### src/rtl/assert_macros.svh
// ----------------------------------------------------------------------------
// assert_macros: assertion helpers for the rtl
// implication checks with and without reset masking
// ----------------------------------------------------------------------------
`ifndef ASSERT_MACROS_SVH
`define ASSERT_MACROS_SVH

// same-cycle implication, masked while reset is high
`define ASSERT_IMPLY(label, clk, rst, cond, expr) \
   label: assert property (@(posedge clk) disable iff (rst) (cond) |-> (expr)) \
      else $error("%m: same-cycle implication failed");

// next-cycle implication, checked during reset as well
`define ASSERT_NEXT(label, clk, cond, expr) \
   label: assert property (@(posedge clk) (cond) |=> (expr)) \
      else $error("%m: next-cycle implication failed");

`endif

### src/rtl/dds_pkg.sv
// ----------------------------------------------------------------------------
// dds_pkg: shared constants and types for the decimal digit slice
// sizes of the conversion chains and the payloads that move between cells
// ----------------------------------------------------------------------------
`default_nettype none

package dds_pkg;

   localparam int VALUE_BITS = 32;
   localparam int NUM_BITS   = 32;
   localparam int IN_BITS    = (VALUE_BITS < NUM_BITS) ? VALUE_BITS : NUM_BITS;
   localparam int FIELD_W    = 4;
   localparam int OUT_BITS   = 32;

   // request item layout
   localparam int START_LSB  = NUM_BITS;
   localparam int LEN_LSB    = START_LSB + FIELD_W;
   localparam int REQ_DATA_W = ((LEN_LSB + FIELD_W + 7) / 8) * 8;
   localparam int RSP_DATA_W = OUT_BITS;

   // shift-and-add-3 chain: binary bits handled per cell
   localparam int DAB_STEPS = 4;
   localparam int DAB_CELLS = (IN_BITS + DAB_STEPS - 1) / DAB_STEPS;
   localparam int PAD_BITS  = DAB_CELLS * DAB_STEPS;

   // decimal digits of the largest value
   function automatic int max_digits(input int bits);
      logic [64:0] v;
      int          n;
      v = (65'd1 << bits) - 65'd1;
      n = 1;
      for (int i = 0; i < 20; i++) begin
         if (v >= 65'd10) begin
            v = v / 65'd10;
            n++;
         end
      end
      return n;
   endfunction

   localparam int DIGITS   = max_digits(IN_BITS);
   localparam int BCD_BITS = 4 * DIGITS;
   localparam int POS_W    = $clog2(DIGITS + 1);
   localparam int SUM_W    = ((POS_W > FIELD_W) ? POS_W : FIELD_W) + 1;

   typedef struct packed {
      logic [PAD_BITS-1:0] bin;
      logic [BCD_BITS-1:0] bcd;
      logic [FIELD_W-1:0]  start;
      logic [FIELD_W-1:0]  len;
   } dab_type;

   typedef struct packed {
      logic [BCD_BITS-1:0] bcd;
      logic [POS_W-1:0]    pos;
      logic [POS_W-1:0]    lo;
      logic [POS_W-1:0]    hi;
      logic                bad;
      logic [OUT_BITS-1:0] acc;
   } hor_type;

   function automatic logic [3:0] add3(input logic [3:0] d);
      return (d >= 4'd5) ? d + 4'd3 : d;
   endfunction

endpackage

`default_nettype wire

### src/rtl/decimal_digit_slice.sv
// ----------------------------------------------------------------------------
// decimal_digit_slice: run of decimal digits out of a binary value
// converts a value to decimal digits, picks a run and returns it in binary
// ----------------------------------------------------------------------------
// Each request item carries a 32-bit unsigned value, a start position
// counted from 1 at the most significant decimal digit, and a run length.
// The response item is the binary value of that run of decimal digits;
// zero counts as one digit. A start of zero, or a run that reaches past
// the last digit, gives slice value 0 with out_of_range set; an empty run
// inside the digits gives 0 with out_of_range clear. The path is a row of
// cells: 8 shift-and-add-3 cells (4 binary bits each), one digit-count
// and bounds stage, then 10 multiply-by-ten cells (one decimal digit
// each). Every cell is a register, and a new item is taken every cycle
// while the response side takes items. Each cell has its own valid bit,
// so a stalled response only holds the cells that are full; the last
// cell doubles as the output register. No state survives an item and
// reset only clears the valid bits.
`default_nettype none

module decimal_digit_slice (
   input  wire         clock,
   input  wire         reset,
   // request channel
   input  wire         req_tvalid,
   output logic        req_tready,
   input  wire  [dds_pkg::REQ_DATA_W-1:0] req_tdata,  // number_in, start_pos, run_len
   // response channel
   output logic        rsp_tvalid,
   input  wire         rsp_tready,
   output logic [dds_pkg::RSP_DATA_W-1:0] rsp_tdata,  // slice_value
   output logic        rsp_tuser                      // out_of_range
);
   import dds_pkg::*;

   `include "assert_macros.svh"

   // binary to bcd chain, link 0 is the request port
   logic    dab_valid [0:DAB_CELLS];
   logic    dab_ready [0:DAB_CELLS];
   dab_type dab_data  [0:DAB_CELLS];

   // bcd to binary chain, last link is the response port
   logic    hor_valid [0:DIGITS];
   logic    hor_ready [0:DIGITS];
   hor_type hor_data  [0:DIGITS];

   always_comb begin
      dab_valid[0]      = req_tvalid;
      dab_data[0].bin   = PAD_BITS'(req_tdata[IN_BITS-1:0]);
      dab_data[0].bcd   = '0;
      dab_data[0].start = req_tdata[START_LSB +: FIELD_W];
      dab_data[0].len   = req_tdata[LEN_LSB +: FIELD_W];
      req_tready        = dab_ready[0];
   end

   genvar gi;
   generate
      for (gi = 0; gi < DAB_CELLS; gi++) begin : g_dabble
         dds_dabble_cell u_cell (
            .clock    (clock),
            .reset    (reset),
            .up_valid (dab_valid[gi]),
            .up_ready (dab_ready[gi]),
            .up_data  (dab_data[gi]),
            .dn_valid (dab_valid[gi+1]),
            .dn_ready (dab_ready[gi+1]),
            .dn_data  (dab_data[gi+1])
         );
      end
   endgenerate

   // digit count and run window
   dds_select u_select (
      .clock    (clock),
      .reset    (reset),
      .up_valid (dab_valid[DAB_CELLS]),
      .up_ready (dab_ready[DAB_CELLS]),
      .up_data  (dab_data[DAB_CELLS]),
      .dn_valid (hor_valid[0]),
      .dn_ready (hor_ready[0]),
      .dn_data  (hor_data[0])
   );

   generate
      for (gi = 0; gi < DIGITS; gi++) begin : g_horner
         dds_horner_cell u_cell (
            .clock    (clock),
            .reset    (reset),
            .up_valid (hor_valid[gi]),
            .up_ready (hor_ready[gi]),
            .up_data  (hor_data[gi]),
            .dn_valid (hor_valid[gi+1]),
            .dn_ready (hor_ready[gi+1]),
            .dn_data  (hor_data[gi+1])
         );
      end
   endgenerate

   always_comb begin
      hor_ready[DIGITS] = rsp_tready;
      rsp_tvalid        = hor_valid[DIGITS];
      rsp_tdata         = RSP_DATA_W'(hor_data[DIGITS].acc);
      rsp_tuser         = hor_data[DIGITS].bad;
   end

   // a rejected run never folds a digit in
   `ASSERT_IMPLY(a_oor_is_zero, clock, reset, rsp_tvalid && rsp_tuser, rsp_tdata == '0)
   // with the output free every cell can move, so the request side is open
   `ASSERT_IMPLY(a_ready_when_free, clock, reset, !rsp_tvalid || rsp_tready, req_tready)
   // no response comes out of a reset cycle
   `ASSERT_NEXT(a_empty_after_reset, clock, reset, !rsp_tvalid)

endmodule

`default_nettype wire

### src/rtl/dds_dabble_cell.sv
// ----------------------------------------------------------------------------
// dds_dabble_cell: one link of the binary to bcd chain
// shifts a few binary bits into the bcd digits, add-3 before each shift
// ----------------------------------------------------------------------------
`default_nettype none

module dds_dabble_cell (
   input  wire              clock,
   input  wire              reset,
   input  wire              up_valid,
   output logic             up_ready,
   input  wire dds_pkg::dab_type up_data,
   output logic             dn_valid,
   input  wire              dn_ready,
   output dds_pkg::dab_type dn_data
);
   import dds_pkg::*;

   logic                valid_ff, valid_in;
   dab_type             data_ff, data_in;
   logic [PAD_BITS-1:0] bin_w;
   logic [BCD_BITS-1:0] bcd_w;

   always_comb begin
      up_ready = !valid_ff || dn_ready;
      valid_in = up_ready ? up_valid : valid_ff;
   end

   always_comb begin
      bin_w = up_data.bin;
      bcd_w = up_data.bcd;
      for (int s = 0; s < DAB_STEPS; s++) begin
         for (int d = 0; d < DIGITS; d++) begin
            bcd_w[4*d +: 4] = add3(bcd_w[4*d +: 4]);
         end
         {bcd_w, bin_w} = {bcd_w[BCD_BITS-2:0], bin_w, 1'b0};
      end
      data_in       = up_data;
      data_in.bin   = bin_w;
      data_in.bcd   = bcd_w;
   end

   always_ff @(posedge clock) begin
      if (reset) begin
         valid_ff <= 1'b0;
      end else begin
         valid_ff <= valid_in;
      end
   end

   always_ff @(posedge clock) begin
      if (up_ready && up_valid) begin
         data_ff <= data_in;
      end
   end

   assign dn_valid = valid_ff;
   assign dn_data  = data_ff;

endmodule

`default_nettype wire

### src/rtl/dds_select.sv
// ----------------------------------------------------------------------------
// dds_select: digit count and run bounds
// counts the decimal digits, checks the run and sets its digit window
// ----------------------------------------------------------------------------
`default_nettype none

module dds_select (
   input  wire              clock,
   input  wire              reset,
   input  wire              up_valid,
   output logic             up_ready,
   input  wire dds_pkg::dab_type up_data,
   output logic             dn_valid,
   input  wire              dn_ready,
   output dds_pkg::hor_type dn_data
);
   import dds_pkg::*;

   logic             valid_ff, valid_in;
   hor_type          data_ff, data_in;
   logic [POS_W-1:0] cnt;
   logic [SUM_W-1:0] cnt_s, start_s, len_s, end_s;

   always_comb begin
      up_ready = !valid_ff || dn_ready;
      valid_in = up_ready ? up_valid : valid_ff;
   end

   always_comb begin
      // zero still counts as one digit
      cnt = POS_W'(1);
      for (int d = 1; d < DIGITS; d++) begin
         if (up_data.bcd[4*d +: 4] != 4'd0) begin
            cnt = POS_W'(d + 1);
         end
      end
      cnt_s   = SUM_W'(cnt);
      start_s = SUM_W'(up_data.start);
      len_s   = SUM_W'(up_data.len);
      end_s   = start_s - SUM_W'(1) + len_s;

      data_in.bcd = up_data.bcd;
      data_in.pos = POS_W'(DIGITS - 1);
      data_in.bad = (up_data.start == '0) || (end_s > cnt_s);
      data_in.lo  = POS_W'(cnt_s - end_s);
      data_in.hi  = POS_W'(cnt_s - start_s + SUM_W'(1));
      data_in.acc = '0;
   end

   always_ff @(posedge clock) begin
      if (reset) begin
         valid_ff <= 1'b0;
      end else begin
         valid_ff <= valid_in;
      end
   end

   always_ff @(posedge clock) begin
      if (up_ready && up_valid) begin
         data_ff <= data_in;
      end
   end

   assign dn_valid = valid_ff;
   assign dn_data  = data_ff;

endmodule

`default_nettype wire

### src/rtl/dds_horner_cell.sv
// ----------------------------------------------------------------------------
// dds_horner_cell: one link of the bcd to binary chain
// takes the top digit, folds it into the sum when it lies in the run
// ----------------------------------------------------------------------------
`default_nettype none

module dds_horner_cell (
   input  wire              clock,
   input  wire              reset,
   input  wire              up_valid,
   output logic             up_ready,
   input  wire dds_pkg::hor_type up_data,
   output logic             dn_valid,
   input  wire              dn_ready,
   output dds_pkg::hor_type dn_data
);
   import dds_pkg::*;

   logic       valid_ff, valid_in;
   hor_type    data_ff, data_in;
   logic [3:0] digit;
   logic       keep;

   always_comb begin
      up_ready = !valid_ff || dn_ready;
      valid_in = up_ready ? up_valid : valid_ff;
   end

   always_comb begin
      digit   = up_data.bcd[BCD_BITS-1 -: 4];
      keep    = !up_data.bad && (up_data.pos >= up_data.lo) && (up_data.pos < up_data.hi);
      data_in = up_data;
      data_in.bcd = {up_data.bcd[BCD_BITS-5:0], 4'd0};
      data_in.pos = up_data.pos - POS_W'(1);
      // acc * 10 + digit, wraps at the output width
      if (keep) begin
         data_in.acc = (up_data.acc << 3) + (up_data.acc << 1) + OUT_BITS'(digit);
      end
   end

   always_ff @(posedge clock) begin
      if (reset) begin
         valid_ff <= 1'b0;
      end else begin
         valid_ff <= valid_in;
      end
   end

   always_ff @(posedge clock) begin
      if (up_ready && up_valid) begin
         data_ff <= data_in;
      end
   end

   assign dn_valid = valid_ff;
   assign dn_data  = data_ff;

endmodule

`default_nettype wire

### config.mk
export PLATFORM = sky130hd
export DESIGN_NAME = decimal_digit_slice
export DESIGN_NICKNAME = d
export VERILOG_FILES = /design/src/rtl/dds_pkg.sv /design/src/rtl/decimal_digit_slice.sv /design/src/rtl/dds_dabble_cell.sv /design/src/rtl/dds_select.sv /design/src/rtl/dds_horner_cell.sv
export VERILOG_INCLUDE_DIRS = /design/src /design/src/rtl
export SDC_FILE = /design/constraint.sdc
export NUM_CORES = 2
export LEC_CHECK = 0
export ABC_AREA = 1
export BUFFER_PORTS_ARGS = -buffer_cell sky130_fd_sc_hd__buf_2
export CAP_MARGIN = 20
export CORE_MARGIN = 2
export CORE_UTILIZATION = 30
export DETAILED_ROUTE_END_ITERATION = 8
export GPL_ROUTABILITY_DRIVEN = 0
export PLACE_DENSITY = 0.44
export SLEW_MARGIN = 30
export SYNTH_ARGS = -nofsm -noshare
export SYNTH_HDL_FRONTEND = slang
export SYNTH_SLANG_ARGS = --single-unit
### constraint.sdc
create_clock -name clock -period 7.95 [get_ports clock]
set_input_delay 1.1925 -clock clock [delete_from_list [all_inputs] [get_ports clock]]
set_output_delay 1.1925 -clock clock [all_outputs]
set_load 0.1 [all_outputs]
==> flow_summary.yaml <==
status:
  run_status: "finished, final reports clean"
routing:
  drc_errors: 0
  num_vias: 39501
  drt_iter0_drc: 1454
  wl_um: 112000
  antenna_left: 0
  drt_pre_antenna_iters: 8
  wire_per_inst_um: 12.7
  viasPerCell: 4.48
setup_path:
  worstSetupStartpointType: "input port"
  timing.critical_path.to_type: "primary output"
  reg2reg_depth: 13
  timing.rr.end: "u_select.dn_data[36]"
  crit_required_ps: 6760
  crit_type: "in2out"
  r2r_slack_ps: 4330
  crit-reg2reg-launch: "g_dabble[7].u_cell.dn_data[13]"
  arrival_ps: 3770
  path_max_fanout: 6
cells_and_area:
  fin_nets: 6788
  drive_above_1_share_pct: 12.3
  stdcell_count: 8815
  fin_util_pct: 34.0
  area_growth_pct: 12.7
  design_area_mm2: 0.0631
sta:
  hold_violations: 0
  holdWs_ps: 402
  worst_slew_pin_slew_ps: 977
  drv_slew: 0
  max-slew-margin-rel_pct: 34.2
  rsz0062_at_grt: "no"
  clock.fmax_mhz: 201
  period_needed_ps: 4960
  skew_ps: 36.2
  setup_viol: 0
  post-route-period-util_pct: 62.4
  finalSetupTns_ps: 0
floorplan:
  ioPinCount: 79
  die_x_um: 436
  core_mm2: 0.185
  start_util_pct: 30.2
  die_height_um: 436
  die_area_mm2: 0.190
  num_rows: 158
synthesis:
  synth_top_area_share_pct: 47.2
  synth_area_leaders: "edfxtp_1 (47%), nand2_1 (11%), ha_1 (11%)"
  synth_cell_type_count: 67
  synthFlopType: "edfxtp_1"
  yosysSeqAreaShare_pct: 47.8
  yosys.area.top_type: "edfxtp_1"
  syn_nets: 6610
  async_flop_share_pct: 0
  yosysWarnings: 0
  netlist_instances: 6067
  synth_area_mm2: 0.0560
  synth-edff-count: 880
  yosys_register_bits: 899
  synth_area_per_cell_um2: 9.23
power_and_ir_drop:
  ir_drop_v: 0.000207
  power.density_mw_per_mm2: 208
  pwr-share-seq_pct: 41.7
  switching_power_mw: 3.89
  pwr-share-comb_pct: 21.7
  netSwitchingFraction_pct: 29.7
  leakage_nw: 27.9
  p_int_mw: 9.21
  clock_power_share_pct: 36.6
global_routing:
  track_usage_pct: 12.0
  antenna_found_initial: 1
  grt_pass1_vias: 40000
  grt-ovfl-total: 0
  grt_max_degree: 50
  grt_pass1_wl_um: 190000
worst_hold_path:
  hold_class: "reg2reg"
  whs_path_depth: 0
  hp-start: "g_horner[1].u_cell.dn_data[80]"
  hold_end: "g_horner[2].u_cell.dn_data[84]"
placed_design:
  port_buffers: 78
  postPlaceCellArea_mm2: 0.0597
  hpwl_um: 86300
  dp_cells: 8615
clock_tree:
  clkTransAtPathRegs_ps: 60
  clock_path_buffers: 3
  numCtsBuffers: 108
  clkSinkCount: 899
  cts_resized: 0
  post-cts-setup-buffers: 0
  clk_latency_ps: 730
  htree_levels: 3
  root_buffer: "clkbuf_16"
  cts_tree: "yes"
  cts_hold_buf: 0
job:
  cap_violations: 0
[power groups by stage]
stage               sequential (mW)  clock [mW]  combinational (mW)
floorplan                      5.55           0                2.42
global placement               5.56           0                2.81
detailed placement             5.56           0                2.88
CTS                            5.46        5.02                2.90
global route                   5.47        5.17                3.37
finish                         5.46        4.79                2.85
[placed cells by master, fill, tap and decap left out, drive strengths merged, types with 7 or more instances in the layout]
master and count:
a21boi 11, a21o 29, a21oi 271, a31oi 20, and2 12, buf 100, bufinv 8, clkbuf 135
clkinv 47, clkinvlp 10, dfxtp 19, edfxtp 880, fa 21, ha 478, inv 834, nand2 1868
nand3 489, nand3b 19, nand4 74, nor2 218, nor3 29, nor4 15, o211ai 29, o21a 15
o21ai 424, o21bai 18, o31ai 7, or2 36, xnor2 77, xor2 101
[cells in the mapped netlist (all sizes together), types with 32 or more instances]
cell type     n
nand2      1868
edfxtp      880
inv         826
nand3       489
ha          478
o21ai       424
a21oi       271
nor2        218
xor2        101
xnor2        77
nand4        74
or2          36
clkbuf       32
[sequential cells by signal, indices dropped and copies added, names as in the netlist]
register,cells
u_select.dn_valid,1
g_dabble.u_cell.dn_data,361
g_horner.u_cell.dn_valid,10
g_dabble.u_cell.dn_valid,8
g_horner.u_cell.dn_data,470
u_select.dn_data,49
[layer usage]
metal | GRT usage [%] | share of wire [%] | vias to the layer above
met5 | 0 | 0 | -
met4 | 4.01 | 2.9 | 0
met2 | 21.9 | 50 | 377
met3 | 1.86 | 2.7 | 168
li1 | - | - | 20964
met1 | 14.1 | 44 | 17992
[layout make-up]
type                       instances  area (µm²)
sequential                       899       26800
antenna                            1        2.50
clock buffer                     135        2840
tap                             2480        3100
clock inverter                    64         593
multi-input combinational       4301       26100
fill                           18960      122000
timing repair buffer             100         576
inverter                         835        3140
[cell families after synthesis]
| kind of cell | after synthesis | share of synthesized area [%] |
|---|---|---|
| AO/OA/AOI/OAI | 854 | 8.86 |
| XOR/XNOR | 178 | 2.94 |
| adder cells (fa/ha/maj) | 499 | 11.4 |
| buffers and inverters | 867 | 5.81 |
| flip-flops | 899 | 47.8 |
| multiplexers | 3 | 0.0603 |
| AND/OR/NAND/NOR | 2767 | 23.1 |
[worst max-delay path by stage]
stage	from	endpoint	slack [ps]	depth (start not counted)
after floorplan	rsp_tready	g_dabble[2].u_cell.dn_data[0]	3460	12
after global placement	rsp_tready	req_tready	2860	14
after detailed placement	rsp_tready	req_tready	2860	14
after CTS	rsp_tready	req_tready	2860	14
after global routing	rsp_tready	req_tready	2710	14
final	rsp_tready	req_tready	2990	14
[critical path, stage by stage]
cell and delay, ps:
buf_2 90, inv_1 100, nand2_1 90, nor2_2 120, nand2_1 120, nor2_2 250, nand4_2 210, nor2_2 270
nand4_2 160, nor2_2 230, nand4_2 170, nor2_4 240, nand4_2 150, buf_2 370
[through the flow]
| stage | total power, mW | setup WS [ps] |
|---|---|---|
| finish | 13.1 | 2990 |
| global route | 14.0 | 2710 |
| CTS | 13.4 | 2860 |
| detailed placement | 8.44 | 2860 |
| global placement | 8.38 | 2860 |
| floorplan | 7.97 | 3460 |
(Power assumes the default switching activity.)
